File: config.mk
export PLATFORM = sky130hd
export DESIGN_NAME = fmpc_cell
export DESIGN_NICKNAME = d
export VERILOG_FILES = /design/src/hdl/fmpc_pkg.sv /design/src/hdl/fmpc_cell.sv
export SDC_FILE = /design/constraint.sdc
export NUM_CORES = 1
export LEC_CHECK = 0
export BUFFER_PORTS_ARGS = -buffer_cell sky130_fd_sc_hd__buf_2
export CORE_AREA = 2 2 199 201
export DETAILED_ROUTE_END_ITERATION = 10
export DIE_AREA = 0 0 201 203
export GPL_TIMING_DRIVEN = 0
export SLEW_MARGIN = 20
export SYNTH_ARGS = -nofsm -noshare
export SYNTH_HDL_FRONTEND = slang
export SYNTH_SLANG_ARGS = --single-unit
File: constraint.sdc
create_clock -name clk -period 4.35 [get_ports clk]
set_clock_uncertainty 0.2 [all_clocks]
set_input_delay 1.0875 -clock clk [delete_from_list [all_inputs] [get_ports clk]]
set_output_delay 1.0875 -clock clk [all_outputs]
set_load 0.02 [all_outputs]
File: src/hdl/fmpc_pkg.sv
// Package for the first-match packet classifier.
// Holds the word types, opcodes and status codes; no dependencies.
package fmpc_pkg;
  localparam logic [2:0] OP_CLASSIFY = 3'd0;
  localparam logic [2:0] OP_ADD      = 3'd1;
  localparam logic [2:0] OP_DELETE   = 3'd2;
  localparam logic [2:0] OP_DOWN     = 3'd3;
  localparam logic [2:0] OP_UP       = 3'd4;

  localparam logic [1:0] ST_OK       = 2'd0;
  localparam logic [1:0] ST_FULL     = 2'd1;
  localparam logic [1:0] ST_NOTFOUND = 2'd2;

  // Low tag bits that are kept on add and compared on delete and move.
  localparam int         TAG_BITS = 8;
  localparam logic [7:0] TAG_MASK = 8'((16'd1 << TAG_BITS) - 16'd1);

  typedef struct packed {
    logic [2:0]  opcode;
    logic [31:0] src_addr;
    logic [31:0] dst_addr;
    logic [7:0]  protocol;
    logic [7:0]  tos;
    logic [5:0]  src_prefix_len;
    logic [5:0]  dst_prefix_len;
    logic [7:0]  rule_tag;
  } in_word_t;

  typedef struct packed {
    logic       hit;
    logic [7:0] match_tag;
    logic [1:0] status;
  } out_word_t;

  typedef struct packed {
    logic [31:0] src;
    logic [31:0] dst;
    logic [5:0]  slen;
    logic [5:0]  dlen;
    logic [7:0]  prot;
    logic [7:0]  tosv;
    logic [7:0]  tag;
  } rule_t;

  // Per-cell table update, set by the controller for each cell.
  typedef struct packed {
    logic load;     // take the rule on new_rule
    logic shr;      // take left neighbor's rule
    logic shl;      // take right neighbor's rule
  } cell_ctl_t;

  function automatic logic [31:0] prefix_mask(input logic [5:0] len);
    logic [31:0] m;
    m = '0;
    if (len >= 6'd32) m = '1;
    else if (len != 6'd0) m = ~(32'hFFFF_FFFF >> len[4:0]);
    return m;
  endfunction
endpackage

File: src/hdl/fmpc_cell.sv
// One rule slot of the classifier chain: holds a rule, matches it and passes
// rules to its neighbors on shifts. Depends on fmpc_pkg.
module fmpc_cell (
  input  logic              clk,
  input  fmpc_pkg::rule_t   new_rule,
  input  fmpc_pkg::rule_t   left_rule,
  input  fmpc_pkg::rule_t   right_rule,
  input  fmpc_pkg::cell_ctl_t ctl,
  input  fmpc_pkg::in_word_t key,
  output fmpc_pkg::rule_t   rule,
  output logic              match,
  output logic              tag_eq
);
  fmpc_pkg::rule_t rule_r;

  always_ff @(posedge clk) begin
    if (ctl.load) rule_r <= new_rule;
    else if (ctl.shr) rule_r <= left_rule;
    else if (ctl.shl) rule_r <= right_rule;
  end

  assign rule = rule_r;
  assign match = ((key.src_addr & fmpc_pkg::prefix_mask(rule_r.slen)) == rule_r.src)
              && ((key.dst_addr & fmpc_pkg::prefix_mask(rule_r.dlen)) == rule_r.dst)
              && (rule_r.prot == 8'd0 || rule_r.prot == key.protocol)
              && (rule_r.tosv == 8'd0 || rule_r.tosv == key.tos);
  assign tag_eq = rule_r.tag == key.rule_tag;
endmodule

# --- Word level (Yosys, flattened, before mapping) ---
# Cells that the tools add are included.
totals:
  latchBits: 0
  ram_bits: 0
  rom_bits: 0
  output_inout_bits: 102
  word_cells: 37
  input_bits: 407
  memories: 0
  ff_bits: 100
op_classes:
  n_bitwise: 4
  n_shift: 2
  n_reduce_logical: 10
  muxes: 7
  div: 0
  eq_ne: 5
  addsub: 0
  mul: 0
  n_lt_le_gt_ge: 2
ops:
  columns: ["op", "n"]
  rows:
  - ["two-way mux 100 bit", 3]
  - ["two-way mux 32 bit", 4]
  - ["bitwise AND 32 bit", 2]
  - ["equality test 32 bit", 2]
  - ["NOT 32 bit", 2]
  - ["right shift 32 x 5 -> 32 bit (first input constant)", 2]
  - ["equality test 8 bit", 3]
  - ["logical NOT 8 bit", 2]
  - ["greater-or-equal comparator 6 bit (second input constant)", 2]
  - ["nonzero test 6 bit", 2]
  - ["logical AND 1 bit", 3]
  - ["nonzero test 3 bit", 1]
  - ["logical OR 1 bit", 2]

# --- Logic depth before layout (Yosys ltp) ---
depth:
  word_depth: 9
  ltp_mapped: 9
  ltp_nobuf: 7

# --- Worst setup path after synthesis ---
# No wires, ideal clock.
synth_timing:
  path_type: "input -> register"
  start: "input port ctl[2] (netlist bit)"
  end: "register rule_r, in the netlist rule[0] (enable)"
  n_path_buf: 2
  arrival_time_ns: 3.820
  path_slack_ns: -0.134
  required_ns: 3.686
  stages: 3
  path_cell_list: "clkbuf_1 -> clkbuf_1 -> or3_1"
synth_between:
  elab_chain_len: 1
synth_lines:
  columns: ["element", "line_no", "text"]
  rows:
  - ["start, declared", "fmpc_cell.sv:8", "input fmpc_pkg::cell_ctl_t ctl,"]
  - ["nonzero test 3 bit (no source line)", null, null]
  - ["end signal, assigned", "fmpc_cell.sv:17", "if (ctl.load) rule_r <= new_rule;"]
  - ["end signal, assigned", "fmpc_cell.sv:18", "else if (ctl.shr) rule_r <= left_rule;"]
  - ["end signal, assigned", "fmpc_cell.sv:19", "else if (ctl.shl) rule_r <= right_rule;"]
  - ["end, declared", "fmpc_cell.sv:14", "fmpc_pkg::rule_t rule_r;"]
# No other way between the ends.
# A chain may end at the register's enable or synchronous reset.

# --- Worst setup path in the final report ---
layout_timing:
  start: "register rule_r, in the netlist rule[26]"
  end: "output port match"
layout_between:
  elab_chain_len: 9
  elab_cells_between_ends: 11
  classes_between: "1 x order compare; 1 x eq/ne; 1 x shift; 2 x mux; 2 x bitwise; 4 x reduce/logical"
layout_lines:
  columns: ["element", "line_no", "text"]
  rows:
  - ["right shift 32 x 5 -> 32 bit", "fmpc_pkg.sv:56", "else if (len != 6'd0) m = ~(32'hFFFF_FFFF >> len[4:0]);"]
  - ["NOT 32 bit", "fmpc_pkg.sv:56", null]
  - ["two-way mux 32 bit", "fmpc_pkg.sv:56", null]
  - ["two-way mux 32 bit *", "fmpc_pkg.sv:55", "if (len >= 6'd32) m = '1;"]
  - ["bitwise AND 32 bit *", "fmpc_cell.sv:24", "&& ((key.dst_addr & fmpc_pkg::prefix_mask(rule_r.dlen)) == rule_r.dst)"]
  - ["equality test 32 bit *", "fmpc_cell.sv:24", null]
  - ["logical AND 1 bit *", "fmpc_cell.sv:24", null]
  - ["logical AND 1 bit *", "fmpc_cell.sv:25", "&& (rule_r.prot == 8'd0 || rule_r.prot == key.protocol)"]
  - ["logical AND 1 bit *", "fmpc_cell.sv:26", "&& (rule_r.tosv == 8'd0 || rule_r.tosv == key.tos);"]
  - ["end, declared", "fmpc_cell.sv:11", "output logic match,"]
# Mark *: on every way between the ends. The rest lies on a longest branch, timed or not.

==> flow_summary_export.csv <==
group,metric,value,unit
setup_path,max_stage_delay,0.60,ns
setup_path,crit_type,"flop to primary output",
place,io_buffer_count,491,
floorplanning,core,0.0385,mm2
clock_network,cts_tree,"yes",
worst_hold_path,hold_path.class,"input port to flop",
timing,slew-limit-headroom,0.228,
timing,rsz0062_at_grt,"true",
logic_synthesis,synth_fp_nets,1168,
setup_path,cp.arrival,3.00,ns
floorplanning,row_count,72,
floorplanning,chipHeight,203,um
run_status,status,"finished, final reports clean",
place,dpl_cell_area,0.0102,mm2
floorplanning,dieWidth,201,um
finish,postLayoutCellArea,0.0108,mm2
timing,layout_min_cycle_time,4.29,ns
place,post-place-cells,1771,
grt,antenna_found_initial,4,
pwr,vdd_drop_max,0.000164,V
clock_network,cts.htree.levels,3,
setup_path,worst_ep_required_time,3.06,ns
place,hpwl,32600,um
place,gp_congestion,0.907,
clock_network,cts_root_buf,"clkbuf_16",
timing,setup_violations,0,
grt,grt_pass1_wl,53300,um
clock_network,ctsHoldBuffers,0,
finish,largest_reg_flops,100,
logic_synthesis,syn_avg_cell_area,9.34,um2
detailed_routing,drtAntennaViolNets,0,
timing,fin_tns_setup,0,ns
detailed_routing,first_pass_iters,5,
pwr,power_density,304,mW/mm2
detailed_routing,drcViolationCount,0,
job,cap_viol_max_count,0,
floorplanning,io_pins,509,
finish,fin_nets,1687,
finish,regArea,0.00300,mm2
logic_synthesis,seq_area_frac_synth,0.422,
grt,grt_overflow_total,0,
pwr,total_power,3.29,mW
setup_path,critPathMaxFanout,10,
finish,instances_no_fill,1804,
clock_network,numCtsBuffers,9,
finish,syn_to_final_growth,52.4,%
detailed_routing,wire_per_inst,21.3,um
logic_synthesis,synth_edf_count,100,
logic_synthesis,ys.flop_type,"edfxtp_1",
clock_network,clk_path_buf_depth,2,
detailed_routing,via_count,8192,
timing,finalCritPeriodShare,0.985,
timing,slew_viol_final,0,
grt,grt_use_total,0.182,
setup_path,crit_chain,"buf_6, or4_4, o21ai_1, xor2_1, nand2_1, nor4_2, nand4_1, and4bb_1, buf_6",
floorplanning,initial_core_util,0.185,
logic_synthesis,synthDistinctLibCells,61,
setup_path,cp-end-kind,"primary output",
pwr,power.leakage,4.99,nW
finish,n_fill_cell,4179,
timing,finalHoldViolCount,0,
grt,grt_pass1_vias,8282,
finish,drive_above_1_share,0.444,
floorplanning,die-area,0.0408,mm2
logic_synthesis,ys_ff_latch,100,
setup_path,cpMostUsedCell,"buf_6",
timing,fmax,233,MHz
finish,multiInputGateArea,0.00398,mm2
timing,worst_slew_pin_slew,1.16,ns
logic_synthesis,synthCells,761,
logic_synthesis,yosysWarnings,0,
logic_synthesis,synth_area,0.00711,mm2
setup_path,start_kind,"flop",
detailed_routing,routed_wl,38500,um
grt,grt_max_degree,52,
clock_network,numClockSinks,100,
logic_synthesis,synthArstFlopShare,0,
setup_path,cp_top_family,"simple AND/OR/NAND/NOR gates",
setup_path,slowest_stage,"or4_4",
detailed_routing,via_per_inst,4.54,
clock_network,clkTransAtPathRegs,0.08,ns
detailed_routing,drt_iter0_markers,487,
setup_path,critPathBufInv,2,
-- cells in the mapped netlist (4+ instances only) --
master / n / area share
o21ai_0: 136 / 0.096
nand2_1: 114 / 0.060
mux2i_1: 103 / 0.15
edfxtp_1: 100 / 0.42
clkbuf_1: 42 / 0.022
xnor2_1: 35 / 0.043
xor2_1: 20 / 0.025
nor2_1: 19 / 0.010
inv_1: 17 / 0.0090
nand4_1: 15 / 0.013
a21oi_1: 14 / 0.0099
nand3_1: 14 / 0.0099
nor4_1: 10 / 0.0088
and2_1: 8 / 0.0070
nor3_1: 8 / 0.0056
o211ai_1: 7 / 0.0074
buf_2: 5 / 0.0035
nor2b_1: 5 / 0.0044
o21a_1: 5 / 0.0053
or3_1: 5 / 0.0044
and3_1: 4 / 0.0035
o2111ai_1: 4 / 0.0049
o22ai_1: 4 / 0.0035
o311ai_0: 4 / 0.0049
or2_2: 4 / 0.0035
-- worst paths after layout --
kind,from,endpoint,slack (ns),cells after the start
min,new_rule[11],rule[11],0.78,3
max,rule[26],match,0.06,9
-- routing by layer --
metal	GRT usage	vias to the layer above	wire [um]
li1	-	3862	-
met1	0.216	3885	16000
met2	0.335	400	19600
met3	0.0278	43	1990
met4	0.0545	2	935
met5	0	-	13
-- per-stage QoR --
| stage | worst slack (ns) | hold WS [ns] | utilization |
|---|---|---|---|
| 2_1_floorplan | 0.498 | 1.07 | - |
| 3_3_place_gp | -1.07 | 1.17 | 0.266 |
| 3_5_place_dp | -0.477 | 1.17 | 0.266 |
| 4_1_cts | 0.00857 | 0.764 | 0.279 |
| 5_1_grt | -0.0710 | 0.783 | 0.282 |
| 6_report | 0.0649 | 0.784 | 0.282 |
-- report_power, final --
group | internal, mW | switching [mW]
combinational | 0.464 | 0.666
clock | 0.401 | 0.419
sequential | 1.20 | 0.146
total | 2.06 | 1.23
-- placed cells by master (no fill, tap or decap), types with 14 or more instances in the layout --
cell      count
a21oi_1      14
buf_2       494
buf_4        16
clkbuf_1     35
edfxtp_1    100
inv_1        17
mux2i_1     103
nand2_1     114
nand4_1      15
nor2_1       18
o21ai_0     131
xnor2_1      34
xor2_1       16
-- final cells by class --
type                       instances  share of cell area
multi-input combinational        593               0.368
tap                              518              0.0598
clock buffer                      10              0.0211
sequential                       100               0.277
timing repair buffer             509               0.242
buffer                            50              0.0211
antenna                            1            0.000231
inverter                          17             0.00589
clock inverter                     6             0.00520
-- cell families after synthesis --
logic type      Yosys count  synth area share
buf+inv                  68            0.0380
compound gates          210             0.174
simple gates            222             0.148
mux                     105             0.148
flops                   100             0.422
fa+ha+maj                 1           0.00141
xor+xnor                 55            0.0678
-- what timing repair did --
| action | in CTS | in global routing |
|---|---|---|
| setup buffers | 15 | 2 |
| setup endpoints to repair | 1 | 1 |
| endpoints found under the hold margin | 0 | 0 |
| resized for setup | 23 | 29 |
| pin swaps | 7 | 6 |
(Power assumes the default switching activity.)
